## src/sv/sldlp_pkg.sv

```systemverilog
// Package for the station level solver: shared types, constants and states.
`timescale 1ns / 1ps
package sldlp_pkg;

    localparam int MAX_STATIONS_DEF = 1024;
    localparam int MAX_TRAINS_DEF   = 1024;
    localparam int MAX_EDGES_DEF    = 1048576;

    localparam int SCW        = 11;    // station and level field width
    localparam int LEVEL_CAP  = 2047;
    localparam int CMDQ_DEPTH = 4;

    typedef struct packed {
        logic             mode;
        logic [SCW-1:0]   station;
        logic             last_stop;
    } in_t;

    typedef struct packed {
        logic [SCW-1:0]   max_level;
        logic             edges_overflowed;
        logic             cycle_found;
    } res_t;

    // command handed from the front part to the back part
    typedef struct packed {
        logic             solve_req;
        logic             mark_ok;
        logic [SCW-1:0]   station;
        logic             last_stop;
    } cmd_t;

    typedef enum logic [3:0] {
        ST_CLEAR,
        ST_IDLE,
        ST_SCAN_SET,
        ST_SCAN_RD,
        ST_SCAN_WR,
        ST_TRAIN_END,
        ST_INIT_RD,
        ST_INIT_WR,
        ST_POP,
        ST_POP_WAIT,
        ST_NODE,
        ST_EDGE_RD,
        ST_EDGE_UPD,
        ST_MAX_RD,
        ST_MAX_ACC,
        ST_DONE
    } back_state_t;

endpackage

```

## src/sv/sldlp_front.sv

```systemverilog
// Front part: accepts items, range-checks stops and queues commands.
`timescale 1ns / 1ps
module sldlp_front
    import sldlp_pkg::*;
(
    input  logic           clk,
    input  logic           rst_n,
    input  logic           push,
    output logic           full,
    input  in_t            item,
    input  logic [SCW-1:0] station_count,
    input  logic           clearing,
    output logic           cmd_valid,
    output cmd_t           cmd,
    input  logic           cmd_pop
);

    localparam int PW = (CMDQ_DEPTH > 1) ? $clog2(CMDQ_DEPTH) : 1;
    localparam int CW = $clog2(CMDQ_DEPTH + 1);

    cmd_t          q_reg [CMDQ_DEPTH];
    logic [PW-1:0] wptr_reg, wptr_next;
    logic [PW-1:0] rptr_reg, rptr_next;
    logic [CW-1:0] cnt_reg, cnt_next;
    logic          accept;
    logic          take;
    cmd_t          new_cmd;

    assign full      = (cnt_reg == CW'(CMDQ_DEPTH)) || clearing;
    assign accept    = push && !full;
    assign cmd_valid = (cnt_reg != '0);
    assign take      = cmd_pop && cmd_valid;
    assign cmd       = q_reg[rptr_reg];

    always_comb
    begin
        new_cmd.solve_req = item.mode;
        new_cmd.mark_ok   = (item.station != '0) && (item.station <= station_count);
        new_cmd.station   = item.station;
        new_cmd.last_stop = item.last_stop;
    end

    always_comb
    begin
        wptr_next = wptr_reg;
        rptr_next = rptr_reg;
        if (accept)
        begin
            wptr_next = (wptr_reg == PW'(CMDQ_DEPTH - 1)) ? '0 : wptr_reg + 1'b1;
        end
        if (take)
        begin
            rptr_next = (rptr_reg == PW'(CMDQ_DEPTH - 1)) ? '0 : rptr_reg + 1'b1;
        end
        cnt_next = cnt_reg + CW'(accept) - CW'(take);
    end

    always_ff @(posedge clk or negedge rst_n)
    begin
        if (!rst_n)
        begin
            wptr_reg <= '0;
            rptr_reg <= '0;
            cnt_reg  <= '0;
        end
        else
        begin
            wptr_reg <= wptr_next;
            rptr_reg <= rptr_next;
            cnt_reg  <= cnt_next;
        end
    end

    always_ff @(posedge clk)
    begin
        if (accept)
        begin
            q_reg[wptr_reg] <= new_cmd;
        end
    end

endmodule

```

## config.mk

```make
export PLATFORM = sky130hd
export DESIGN_NAME = sldlp_front
export DESIGN_NICKNAME = d
export VERILOG_FILES = /design/src/sv/sldlp_pkg.sv /design/src/sv/sldlp_front.sv
export SDC_FILE = /design/constraint.sdc
export NUM_CORES = 1
export LEC_CHECK = 0
export ABC_CLOCK_PERIOD_IN_PS = 5450
export BUFFER_PORTS_ARGS = -buffer_cell sky130_fd_sc_hd__buf_2
export CAP_MARGIN = 40
export CORE_MARGIN = 2
export CORE_UTILIZATION = 60
export DETAILED_ROUTE_END_ITERATION = 8
export PLACE_DENSITY = 0.87
export REMOVE_ABC_BUFFERS = 1
export SLEW_MARGIN = 20
export SYNTH_ARGS = -nofsm -noshare
export SYNTH_HDL_FRONTEND = slang
export SYNTH_SLANG_ARGS = --single-unit
```

## constraint.sdc

```tcl
create_clock -name clk -period 5.45 [get_ports clk]
set_input_delay 0.2725 -clock clk [delete_from_list [all_inputs] [get_ports clk]]
set_output_delay 0.2725 -clock clk [all_outputs]
set_load 0.03 [all_outputs]
```

After elaboration in Yosys (flattened, before gate mapping)
Memories as Yosys holds them, arrays and structs flattened.
Cells that the tools add are included.
{"block": "word_totals", "regBits": 7, "latchBits": 0, "ram_bits": 56, "rom_bits": 0, "inputBits": 29, "output_inout_bits": 16, "elab_cells": 23, "memories": 1}
{"block": "op_classes", "add_sub_neg": 4, "mul": 0, "div_mod_pow": 0, "order_cmp": 1, "eq_ne": 3, "shifts": 0, "mux": 4, "bitwise": 0, "n_reduce_logical": 7}
{"name": "q_reg", "words": 4, "width": 14, "rd": 1, "rd_ports_with_merged_regs": 0, "write_ports": 1, "line": "sldlp_front.sv:21", "rtl": "cmd_t q_reg [CMDQ_DEPTH];"}
{"cell": "11-bit less-or-equal comparator", "n": 1}
{"cell": "11-bit nonzero test", "n": 1}
{"cell": "2-bit by 1-bit adder with 2-bit output (second input constant)", "n": 2}
{"cell": "2-bit == test (second input constant)", "n": 2}
{"cell": "2-bit two-way mux", "n": 2}
{"cell": "3-bit by 1-bit adder with 3-bit output", "n": 1}
{"cell": "3-bit == test (second input constant)", "n": 1}
{"cell": "1-bit logical AND", "n": 3}
{"cell": "3-bit nonzero test", "n": 1}
{"cell": "3-bit by 1-bit subtractor with 3-bit output", "n": 1}
{"cell": "1-bit two-way mux", "n": 2}
{"cell": "1-bit zero test", "n": 1}
{"cell": "1-bit logical OR", "n": 1}

Longest topological paths before layout
Gate-level depths: netlist of the first run.
{"block": "logic_depth", "ltp_word": 6, "ltp_mapped": 11}

Worst setup path after synthesis of the first run
No wires, ideal clock.
{"block": "synth_path", "kind": "flip-flop to flip-flop", "startpoint": "register cnt_reg[1]", "endpoint": "register cnt_reg[2]", "setup_time_ns": 0.125, "t_arrival_ns": 2.094, "required_ns": 5.325, "setup_slack_ns": 3.231, "path_stages_with_launch": 11, "n_path_buf": 0, "cell_sequence": "dfrtp_1 > or3_4 > nand2_2 > inv_1 > ha_1 > inv_1 > ha_1 > inv_1 > fa_1 > xnor2_1 > xnor2_1"}
{"block": "synth_via", "elab_cells_between_ends": 8}
{"element": "start: declaration", "line": "sldlp_front.sv:24", "rtl": "logic [CW-1:0] cnt_reg, cnt_next;"}
{"element": "start signal: assignment", "line": "sldlp_front.sv:70", "rtl": "cnt_reg <= cnt_next;"}
{"element": "3-bit nonzero test", "line": "sldlp_front.sv:31", "rtl": "assign cmd_valid = (cnt_reg != '0);"}
{"element": "net cmd_valid", "line": "sldlp_front.sv:13", "rtl": "output logic cmd_valid,"}
{"element": "1-bit logical AND", "line": "sldlp_front.sv:32", "rtl": "assign take = cmd_pop && cmd_valid;"}
{"element": "net take", "line": "sldlp_front.sv:26", "rtl": "logic take;"}
{"element": "3-bit by 1-bit subtractor with 3-bit output", "line": "sldlp_front.sv:55", "rtl": "cnt_next = cnt_reg + CW'(accept) - CW'(take);"}
{"element": "net cnt_next[2]", "line": "sldlp_front.sv:24"}
The timed path passes the listed nets, and every way through them passes these cells.
A chain may end at the register's enable or synchronous reset.

Final worst setup path of the first run
{"block": "layout_path", "startpoint": "register cnt_reg[1]", "endpoint": "register cnt_reg[2]"}
{"block": "layout_via", "elab_chain_cells": 6, "elab_cells_between_ends": 8}
{"element": "3-bit == test", "line": "sldlp_front.sv:29", "rtl": "assign full = (cnt_reg == CW'(CMDQ_DEPTH)) || clearing;"}
{"element": "1-bit logical OR", "line": "sldlp_front.sv:29"}
{"element": "1-bit zero test", "line": "sldlp_front.sv:30", "rtl": "assign accept = push && !full;"}
{"element": "1-bit logical AND", "line": "sldlp_front.sv:30"}
{"element": "3-bit by 1-bit adder with 3-bit output", "line": "sldlp_front.sv:55"}
{"element": "3-bit by 1-bit subtractor with 3-bit output *", "line": "sldlp_front.sv:55"}
{"element": "net cnt_next[2]", "line": "sldlp_front.sv:24"}
Mark *: on every way through the listed nets, which the timed path passes. The rest lies on a longest branch.

==> results of run 1 <==
==> cells in the final DEF (no fill, tap or decap), drive strengths merged, types with 2 or more instances in the layout <==
| master | n |
|---|---|
| dfrtp | 7 |
| inv | 20 |
| nor2 | 3 |
| and3 | 4 |
| o21ai | 2 |
| bufinv | 2 |
| clkinv | 4 |
| nand2 | 2 |
| nand3 | 2 |
| nor3 | 3 |
| ha | 18 |
| xnor2 | 2 |
| mux2 | 3 |
| clkbuf | 10 |
| a21oi | 4 |
| edfxtp | 56 |
| nor4 | 2 |
| buf | 45 |
| a211oi | 2 |
| nand4 | 2 |
| mux4 | 14 |
==> through the flow <==
stage	area, sq um	setup slack, ns	utilization	hold slack (ns)
6_report	3299	3.131	0.7424	0.1842
5_1_grt	3299	2.947	0.7424	0.1629
2_1_floorplan	2774	3.231	-	-0.02309
3_5_place_dp	3087	3.168	0.6945	0.1128
4_1_cts	3299	3.143	0.7424	0.1662
3_3_place_gp	3059	3.296	0.6883	0.1061
==> routing by layer <==
metal | part of all wire | up-vias
li1 | - | 722
met1 | 0.42 | 772
met2 | 0.52 | 58
met3 | 0.049 | 2
met4 | 0.0070 | 0
met5 | 0 | -
==> layout make-up <==
| type | instances | area [sq um] | share of cell area |
|---|---|---|---|
| flip-flops and latches | 63 | 1857 | 0.5628 |
| multi-input cells | 70 | 842.1 | 0.2552 |
| repair buffers | 46 | 257.7 | 0.07812 |
| clock buffers | 10 | 127.6 | 0.03868 |
| clock inverters | 6 | 75.07 | 0.02275 |
| inverters | 20 | 75.07 | 0.02275 |
| well taps | 52 | 65.06 | 0.01972 |
==> timing repair <==
| item | 4_1_cts | 5_1_grt |
|---|---|---|
| endpoints found under the hold margin | 7 | 0 |
| hold buffers | 1 | 0 |
| buffers inserted | 0 | 0 |
==> how the worst min path moves through the flow <==
stage,to
floorplan,cnt_reg[0]$_DFF_PN0_
global placement,rptr_reg[0]$_DFFE_PN0P_
detailed placement,rptr_reg[0]$_DFFE_PN0P_
CTS,q_reg[3][0]$_DFFE_PP_
global route,q_reg[1][0]$_DFFE_PP_
finish,q_reg[1][0]$_DFFE_PP_
==> cells by family after synthesis <==
family / Yosys count
flops: 63
compound gates: 11
simple gates: 21
xor+xnor: 2
mux: 17
buf+inv: 23
fa+ha+maj: 19
==> power by group <==
group	leakage, nW	switching, W	internal (W)
Clock	0.100	0.000164	0.000252
Sequential	0.590	0.0000666	0.000604
Combinational	0.638	0.000301	0.000235
Total	1.33	0.000532	0.00109
==> impl_results.md, run 1 <==
- Worst reg-to-reg setup slack: 3.13 ns
- Setup TNS: 0 ns
- Initial antenna violation count: 0
- Synth top area share: 0.5984
- Delay of the slowest critical-path stage: 0.44 ns
- Most common cell in the netlist: edfxtp_1
- Final HPWL DP: 3446 microns
- Nets: 258
- Row count: 24
- IO Count: 45
- Placer Congestion: 0.8320
- YS warnings: 0
- Asr flop ratio synth: 0.1111
- Worst setup path endpoint: cnt_reg[2]$_DFF_PN0_
- Routing usage on met2: 0.3578
- Met3 usage: 0.05278
- Crit path cell chain: nor2_1, a21oi_2, and2_4, inv_1, ha_1, inv_1, ha_1, inv_1, fa_1, xnor2_1, xnor2_1
- Syn Inst Count: 156
- Critical Path Fanout Max: 6
- Flops & latches, synth: 63
- IO buf count: 44
- Status: complete, no violations
- Fin. Hold Viols: 0
- Worst-Margin Slew: 0.7620 ns
- Cts bufs inserted: 9
- Max clock buf depth: 2
- Number of synthesized flops with an enable pin: 56
- R2r startpoint: cnt_reg[1]$_DFF_PN0_
- Area added between synthesis and finish: 17.41%
- Initial drt markers: 169
- Number of global-route vias before repair: 1,673
- Arr. time, crit path: 2.56 ns
- Final Max Tran Viols: 0
- Critical path depth in cells: 11
- Final cell count without fillers: 267
- Placed Cells: 250
- Die area: 0.005247 sq mm
- Compound-Gate Fraction of Synth Area: 0.02983
- Top Family by Delay on Critical Path: adder cells
- Crit path max-delay cell type: dfrtp_1
- Initial Util: 0.6323
- Avg Inst Size Synth: 18.01 sq um
- Xor-xnor portion of the synthesized cell area: 0.006233
- Power Dens Cells: 491.7 mW/mm^2
- Max reg flops: 56
- Yosys cell types: 32
- Largest cells by area after synthesis: edfxtp_1 60%, ha_1 8.0%, mux4_2 6.4%, dfrtp_1 6.2%, mux4_1 5.6%
- Met1 Use GR: 0.2629
- Detailed Routing Iterations Pass 1: 4
- Max VDD drop: 0.2200 mV
- Post-CTS sizing: 0
- DRC: 0
- Lkg Pwr: 1.328 nW
- Largest net degree at the start of global routing: 17
- Routed len/inst: 18.28 microns
- CTS tree: done
- Sink Count: 63
- RSZ-0062 raised after global routing: false
- Final wirelength: 4882 microns
- R2R cell count: 11
- Worst setup startpoint: cnt_reg[1]$_DFF_PN0_
- Element type at the critical path end: register
- CTS clk-pin slew, worst paths: 0.07 ns
- Post-Synth Simple-Gate Area: 0.04408
- Core box area: 0.004444 sq mm
- Vias per cell: 5.820
- Synth area leader: edfxtp_1
- Sequential fraction of the synthesis area: 0.6607
- Worst reg2reg endpoint: cnt_reg[2]$_DFF_PN0_
- Clk root buf: clkbuf_8
- Antenna cells: 0
- Crit path buf inv count: 3
- Tmin final: 2.319 ns
- Synth cell count leaders: 56 x edfxtp_1, 20 x inv_1, 18 x ha_1
- Max-Cap Viols: 0
- Final clock period utilization by the worst path: 0.4255
- Setup Skew: 0.005769 ns
- Global-route wire length before repair: 7941 microns
- Max Clk Rate: 431.3 MHz
- Vias after detailed routing: 1,554
- Synthesized area: 0.002810 sq mm
- Main synth FF type: edfxtp_1
- Final setup violation count: 0
- Worst hold start: item[0]
- Tot Pwr: 0.001622 W
- Worst Path Required: 5.70 ns
- Most used cell, CP: inv_1
- Antenna Violating Nets Remaining: 0
- Max_slew headroom: 0.4920
- WHS Path Cells: 1
- Largest family of logic cells by synthesized area: multiplexers
- H-Tree Depth: 3
- Gr busiest metal: met2
- Critical Path Source Type: register
- Post-synthesis mux area share: 0.1322
- GRT overflow: 0
- HP Class: in2reg
- Worst-Skew Late Latency: 0.32 ns
- Post-Synth Adder-Cell Area: 0.08727
- Die Y: 72.44 microns
- Share of layout cells above drive strength 1: 0.3442
- Die Span X: 72.44 microns
- Fill cells: 263
- Crit Path Category: reg2reg
- Gr usage total: 0.2131
No activity file was read; power rests on OpenSTA's default activity.
==> run 2, diff against run 1 <==
--- a/config.mk
+++ b/config.mk
@@ -5,13 +5,13 @@
 export SDC_FILE = /design/constraint.sdc
 export NUM_CORES = 1
 export LEC_CHECK = 0
-export ABC_CLOCK_PERIOD_IN_PS = 5450
+export ABC_CLOCK_PERIOD_IN_PS = 2200
 export BUFFER_PORTS_ARGS = -buffer_cell sky130_fd_sc_hd__buf_2
 export CAP_MARGIN = 40
 export CORE_MARGIN = 2
-export CORE_UTILIZATION = 60
+export CORE_UTILIZATION = 56
 export DETAILED_ROUTE_END_ITERATION = 8
-export PLACE_DENSITY = 0.87
+export PLACE_DENSITY = 0.82
 export REMOVE_ABC_BUFFERS = 1
 export SLEW_MARGIN = 20
 export SYNTH_ARGS = -nofsm -noshare
==> constraint.sdc (replaced) <==
create_clock -name clk -period 2.2 [get_ports clk]
set_input_delay 0.11 -clock clk [delete_from_list [all_inputs] [get_ports clk]]
set_output_delay 0.11 -clock clk [all_outputs]
set_load 0.03 [all_outputs]
==> run 2 against run 1 <==
Compared with the run above:
- non-clock buffer count is 10 higher
- combinational power rose to 2.7 times the previous value
- wire length grew 3.1%
- setup slack worse by 3.1 ns
- count of clock-buffer cells in the layout increased by 5
- power up 140%
- sequential share of layout area down 1.5 points
- clock power rose by 100%
- die area grew 6.8%
- highest routed layer unchanged
- flip-flop and latch count did not move
- register-to-register slack got worse by 3.1 ns
==> impl_results.md, run 2 (synthesis results as in run 1) <==
- Status: complete, no violations
- CTS tree: done
- Clk root buf: clkbuf_8
- Detailed Routing Iterations Pass 1: 4 (unchanged)
- Max-Cap Viols: 0 (unchanged)
- H-Tree Depth: 3 (unchanged)
- Lkg Pwr: 1.363 nW (+2.6%)
- Die Span X: 74.84 microns (+3.3%)
- Crit path cell chain: or3_4, nand2_4, inv_2, ha_4, inv_2, ha_4, inv_2, fa_2, xnor2_2, xnor2_1
- Setup Skew: 0.007478 ns (+0.001708 ns)
- Share of layout cells above drive strength 1: 0.4178 (+0.07359)
- Worst reg2reg endpoint: cnt_reg[2]$_DFF_PN0_
- Fin. Hold Viols: 0 (unchanged)
- Largest net degree at the start of global routing: 18 (+1)
- Net switching power: 0.001336 W (+150%)
- Switch share: 0.3384 (+0.01046)
- Routed len/inst: 17.24 microns (-5.7%)
- Crit Path Category: reg2reg
- Seq pwr share: 0.415 (+0.002)
- Final clock period utilization by the worst path: 0.9697 (+0.5442)
- Max Clk Rate: 468.8 MHz (+8.7%)
- Initial antenna violation count: 0 (unchanged)
- Tmin final: 2.133 ns (-0.1855 ns)
- Final setup violation count: 0 (unchanged)
- IO Count: 45 (unchanged)
- Design area: 0.003391 sq mm (+2.8%)
- Arr. time, crit path: 2.34 ns (-0.22 ns)
- Max VDD drop: 0.4571 mV (+110%)
- Final HPWL DP: 3498 microns (+1.5%)
- Met3 usage: 0.04418 (-0.008601)
- Clock power frac: 0.214 (-0.042)
- Fin Hold WS: 0.01474 ns (-0.1695 ns)
- Fin util: 0.7085 (-0.03390)
- Max_slew headroom: 0.5615 (+0.06943)
- Worst Path Required: 2.41 ns (-3.29 ns)
- Hold endpoint: q_reg[1][13]$_DFFE_PP_
- Max clock buf depth: 2 (unchanged)
- Worst-Skew Late Latency: 0.32 ns (about the same)
- Placement Cell Area: 0.003138 sq mm (+1.7%)
- HP Class: in2reg
- Worst hold start: item[12]
- Final cell count without fillers: 292 (+9.4%)
- Core box area: 0.004786 sq mm (+7.7%)
- R2R cell count: 10 (-1)
- Met1 Use GR: 0.2549 (-0.007958)
- Global-route wire length before repair: 7907 microns (-0.43%)
- Critical Path Source Type: register
- Crit path buf inv count: 3 (unchanged)
- Gr busiest metal: met2
- Worst reg-to-reg setup slack: 0.07 ns (-3.06 ns)
- WHS Path Cells: 1 (unchanged)
- R2r startpoint: cnt_reg[2]$_DFF_PN0_
- Initial drt markers: 66 (-61%)
- Comb pwr share: 0.370 (+0.039)
- Vias after detailed routing: 1,575 (+1.4%)
- Number of global-route vias before repair: 1,689 (+0.96%)
- Tot Pwr: 0.003950 W (+140%)
- Routing usage on met2: 0.3421 (-0.01569)
- Placer Congestion: 0.7921 (-4.8%)
- Vias per cell: 5.394 (-7.3%)
- Commonest non-fill, non-tap cell in the layout: edfxtp_1
- Sink Count: 63 (unchanged)
- Row count: 25 (+4.2%)
- Most frequent cells in the layout: 56 x edfxtp_1, 44 x buf_2, 17 x inv_1
- Antenna Violating Nets Remaining: 0 (unchanged)
- Antenna cells: 0 (unchanged)
- Final Max Tran Viols: 0 (unchanged)
- Gr usage total: 0.2033 (-0.009808)
- Initial Util: 0.5872 (-0.04513)
- Die Y: 74.84 microns (+3.3%)
- GRT overflow: 0 (unchanged)
- Worst-Margin Slew: 0.6578 ns (-0.1042 ns)
- Die area: 0.005601 sq mm (+6.8%)
- Delay of the slowest critical-path stage: 0.43 ns (about the same)
- P_int: 0.002613 W (+140%)
- Top Family by Delay on Critical Path: adder cells
- Crit path max-delay cell type: dfrtp_2
- Cts bufs inserted: 9 (unchanged)
- Critical Path Fanout Max: 3 (-3)
- CTS clk-pin slew, worst paths: 0.06 ns (about the same)
- Area added between synthesis and finish: 20.66%
- Nets: 268 (+3.9%)
- Final wirelength: 5033 microns (+3.1%)
- DRC: 0 (unchanged)
- Placed Cells: 272 (+8.8%)
- IO buf count: 44 (unchanged)
- Max reg flops: 56 (unchanged)
- Power Dens Cells: 1165 mW/mm^2 (+140%)
- Most used cell, CP: inv_2
- Element type at the critical path end: register
[run 2: area by class of cell]
cell class	instances	area (sq um)
repair buffers	56	312.8
clock buffers	15	166.4
inverters	20	75.07
multi-input cells	70	889.6
well taps	67	83.83
fillers	304	1395
clock inverters	1	5.005
flip-flops and latches	63	1858
[run 2: worst reg2reg max path, stage by stage (launching register included)]
cell and delay, ns:
dfrtp_2 0.43, or3_4 0.40, nand2_4 0.07, inv_2 0.04
ha_4 0.23, inv_2 0.07, ha_4 0.13, inv_2 0.03
fa_2 0.34, xnor2_2 0.15, xnor2_1 0.13
[run 2: per-stage QoR]
stage / setup slack, ns / TNS (ns)
6_report: 0.06676 / 0
3_5_place_dp: -0.03415 / -0.03415
3_3_place_gp: 0.09963 / 0
4_1_cts: 0.005011 / 0
5_1_grt: -0.0008442 / -0.0008442
2_1_floorplan: -0.01940 / -0.01940
[run 2: worst max path at each step]
stage / startpoint / slack, ns / depth (start not counted) / endpoint
finish: cnt_reg[2]$_DFF_PN0_ / 0.07 / 10 / cnt_reg[2]$_DFF_PN0_
global route: cnt_reg[0]$_DFF_PN0_ / -0.0008 / 10 / cnt_reg[2]$_DFF_PN0_
CTS: cnt_reg[1]$_DFF_PN0_ / 0.005 / 10 / cnt_reg[2]$_DFF_PN0_
detailed placement: cnt_reg[0]$_DFF_PN0_ / -0.03 / 10 / cnt_reg[2]$_DFF_PN0_
global placement: cnt_reg[0]$_DFF_PN0_ / 0.1 / 10 / cnt_reg[2]$_DFF_PN0_
floorplan: cnt_reg[1]$_DFF_PN0_ / -0.02 / 10 / cnt_reg[2]$_DFF_PN0_
[run 2: layer usage]
| metal | wire [microns] | part of all wire |
|---|---|---|
| met2 | 2706 | 0.54 |
| met5 | 0 | 0 |
| met1 | 2098 | 0.42 |
| met4 | 63 | 0.013 |
| met3 | 164 | 0.033 |
[run 2: power by group through the flow]
stage	registers, W	clock network, W	logic, W
final	0.00164	0.000847	0.00146
after global routing	0.00166	0.000913	0.00157
after detailed placement	0.00165	0	0.00136
after CTS	0.00163	0.000866	0.00145
after floorplan	0.00166	0	0.000922
after global placement	0.00163	0	0.00130
[run 2: repair_timing]
item,4_1_cts,5_1_grt
setup buffers,2,1
gates resized for setup,8,4
hold buffers,1,0
endpoints found under the setup margin,1,2
endpoints found under the hold margin,7,0
pin swaps,7,4
==> run 3, diff against run 2 <==
--- a/config.mk
+++ b/config.mk
@@ -13,6 +13,7 @@
 export DETAILED_ROUTE_END_ITERATION = 8
 export PLACE_DENSITY = 0.82
 export REMOVE_ABC_BUFFERS = 1
+export SETUP_SLACK_MARGIN = 0.3
 export SLEW_MARGIN = 20
 export SYNTH_ARGS = -nofsm -noshare
 export SYNTH_HDL_FRONTEND = slang
==> run 3 against run 2 <==
Compared with the run above:
- utilization is 0.29 points higher
- combinational power hardly changed
- sequential power about the same
- critical path depth unchanged
- power up 0.81%
- highest routed layer unchanged
- register-to-register slack gained 0.04 ns
- global-route usage stayed put
- count of clock-buffer cells in the layout unchanged
- sequential share of layout area decreased by 0.22 points
- die area stayed put
==> impl_results.md, run 3 (synthesis results as in run 1) <==
- H-Tree Depth: 3 (unchanged)
- Initial drt markers: 68 (+3.0%)
- Max Clk Rate: 476.8 MHz (+1.7%)
- Max VDD drop: 0.4598 mV (+0.59%)
- R2r startpoint: cnt_reg[2]$_DFF_PN0_
- Worst reg2reg endpoint: cnt_reg[2]$_DFF_PN0_
- Global-route wire length before repair: 7907 microns (unchanged)
- Multi-input gate area: 889.6 sq um (unchanged)
- Final Max Tran Viols: 0 (unchanged)
- Initial Util: 0.5872 (unchanged)
- Die Span X: 74.84 microns (unchanged)
- Met1 Use GR: 0.2549 (unchanged)
- Arr. time, crit path: 2.31 ns (-0.03 ns)
- Fin. Hold Viols: 0 (unchanged)
- DP Worst Slack: -0.03415 ns (unchanged)
- GRT overflow: 0 (unchanged)
- Antenna Violating Nets Remaining: 0 (unchanged)
- Met3 usage: 0.04418 (unchanged)
- Placer Congestion: 0.7921 (unchanged)
- Antenna cells: 0 (unchanged)
- CTS tree: done
- Lkg Pwr: 1.368 nW (+0.41%)
- Most frequent cells in the layout: 56 x edfxtp_1, 44 x buf_2, 16 x inv_1, 16 x ha_1
- Cts bufs inserted: 9 (unchanged)
- Initial antenna violation count: 0 (unchanged)
- Design area: 0.003405 sq mm (+0.41%)
- Routing usage on met2: 0.3421 (unchanged)
- Max reg flops: 56 (unchanged)
- Status: complete, no violations
- Gr busiest metal: met2
- CTS clk-pin slew, worst paths: 0.06 ns (about the same)
- Element type at the critical path end: register
- Routed len/inst: 17.20 microns (-0.18%)
- Final setup violation count: 0 (unchanged)
- Crit Path Category: reg2reg
- Final HPWL DP: 3498 microns (unchanged)
- Worst hold start: item[12]
- HP Class: in2reg
- Largest net degree at the start of global routing: 18 (unchanged)
- IO Count: 45 (unchanged)
- Gr usage total: 0.2033 (unchanged)
- Hold endpoint: q_reg[1][13]$_DFFE_PP_
- Fill cells: 297 (-2.3%)
- Max_slew headroom: 0.5612 (about the same)
- Worst-Skew Late Latency: 0.33 ns (about the same)
- Share of layout cells above drive strength 1: 0.4248 (+0.007001)
- Setup Skew: 0.007653 ns (+0.0001751 ns)
- Placement Cell Area: 0.003138 sq mm (unchanged)
- Tmin final: 2.097 ns (-0.03612 ns)
- Commonest non-fill, non-tap cell in the layout: edfxtp_1
- Core box area: 0.004786 sq mm (unchanged)
- Worst Path Required: 2.41 ns (about the same)
- Nets: 269 (+0.37%)
- Tot Pwr: 0.003982 W (+0.81%)
- Sequential cell area: 0.001858 sq mm (unchanged)
- Fin util: 0.7114 (+0.002876)
- Power Dens Cells: 1170 mW/mm^2 (+0.40%)
- Final clock period utilization by the worst path: 0.9532 (-0.01642)
- Row count: 25 (unchanged)
- Max clock buf depth: 2 (unchanged)
- Clk root buf: clkbuf_8
- Vias after detailed routing: 1,578 (+0.19%)
- Sink Count: 63 (unchanged)
- Number of global-route vias before repair: 1,689 (unchanged)
- Critical Path Source Type: register
- R2R cell count: 10 (unchanged)
- Area added between synthesis and finish: 21.15%
- Detailed Routing Iterations Pass 1: 4 (unchanged)
- Setup WS post-layout: 0.1029 ns (+0.03612 ns)
- Vias per cell: 5.386 (-0.15%)
- DRC: 0 (unchanged)
- RSZ-0062 raised after global routing: true
- Die Y: 74.84 microns (unchanged)
- IO buf count: 44 (unchanged)
- Max-Cap Viols: 0 (unchanged)
- Die area: 0.005601 sq mm (unchanged)
- WHS Path Cells: 1 (unchanged)
- Worst-Margin Slew: 0.6581 ns (+0.0003150 ns)
- Final wirelength: 5041 microns (+0.16%)
- Worst reg-to-reg setup slack: 0.10 ns (+0.04 ns)
- Critical Path Fanout Max: 3 (unchanged)
run 3: changes by cell type in the layout (fill, tap and decap cells not counted), sizes merged:
cell | before | now
buf | 55 | 56
run 3: worst max path at each step:
stage,startpoint,to,slack (ns),cells after the start
4_1_cts,cnt_reg[1]$_DFF_PN0_,cnt_reg[2]$_DFF_PN0_,0.01,10
2_1_floorplan,cnt_reg[1]$_DFF_PN0_,cnt_reg[2]$_DFF_PN0_,-0.02,10
6_report,cnt_reg[2]$_DFF_PN0_,cnt_reg[2]$_DFF_PN0_,0.10,10
3_3_place_gp,cnt_reg[0]$_DFF_PN0_,cnt_reg[2]$_DFF_PN0_,0.1,10
5_1_grt,cnt_reg[0]$_DFF_PN0_,cnt_reg[2]$_DFF_PN0_,0.04,10
3_5_place_dp,cnt_reg[0]$_DFF_PN0_,cnt_reg[2]$_DFF_PN0_,-0.03,10
run 3: power breakdown:
part / leakage [nW] / switching [W] / internal (W)
Sequential: 0.589 / 0.000147 / 0.00150
Clock: 0.0877 / 0.000381 / 0.000470
Combinational: 0.691 / 0.000822 / 0.000665
Total: 1.37 / 0.00135 / 0.00263
run 3: routing by layer:
layer,vias to the layer above,wire (microns)
met4,0,62
met1,789,2088
met3,5,186
met2,48,2703
li1,736,-
met5,-,0
run 3: repair_timing:
action,CTS,global route
endpoints found under the setup margin,2,7
pin swaps,7,9
hold buffers,1,0
hold endpoints to repair,7,0
setup buffers,2,2
resized for setup,9,6
run 3: cell type report:
| cell class | count | share of cell area |
|---|---|---|
| flip-flops and latches | 63 | 0.5458 |
| multi-input cells | 70 | 0.2613 |
| repair buffers | 57 | 0.09519 |
| clock buffers | 15 | 0.04888 |
| well taps | 67 | 0.02462 |
| inverters | 20 | 0.02279 |
| clock inverters | 1 | 0.001470 |
run 3: stage by stage:
stage / hold slack, ns / cells / TNS (ns)
floorplan: -0.1856 / 153 / -0.01940
global placement: -0.05591 / 272 / 0
detailed placement: -0.04296 / 272 / -0.03415
CTS: 0.005369 / 291 / 0
global route: 0.006828 / 293 / 0
finish: 0.01172 / 293 / 0
run 3: worst max-delay path: stages, from the launching register on:
cell and delay, ns:
dfrtp_2 0.43, or3_4 0.40, nand2_4 0.08, inv_2 0.04
ha_4 0.21, inv_4 0.05, ha_4 0.12, inv_2 0.03
fa_2 0.34, xnor2_2 0.15, xnor2_1 0.13
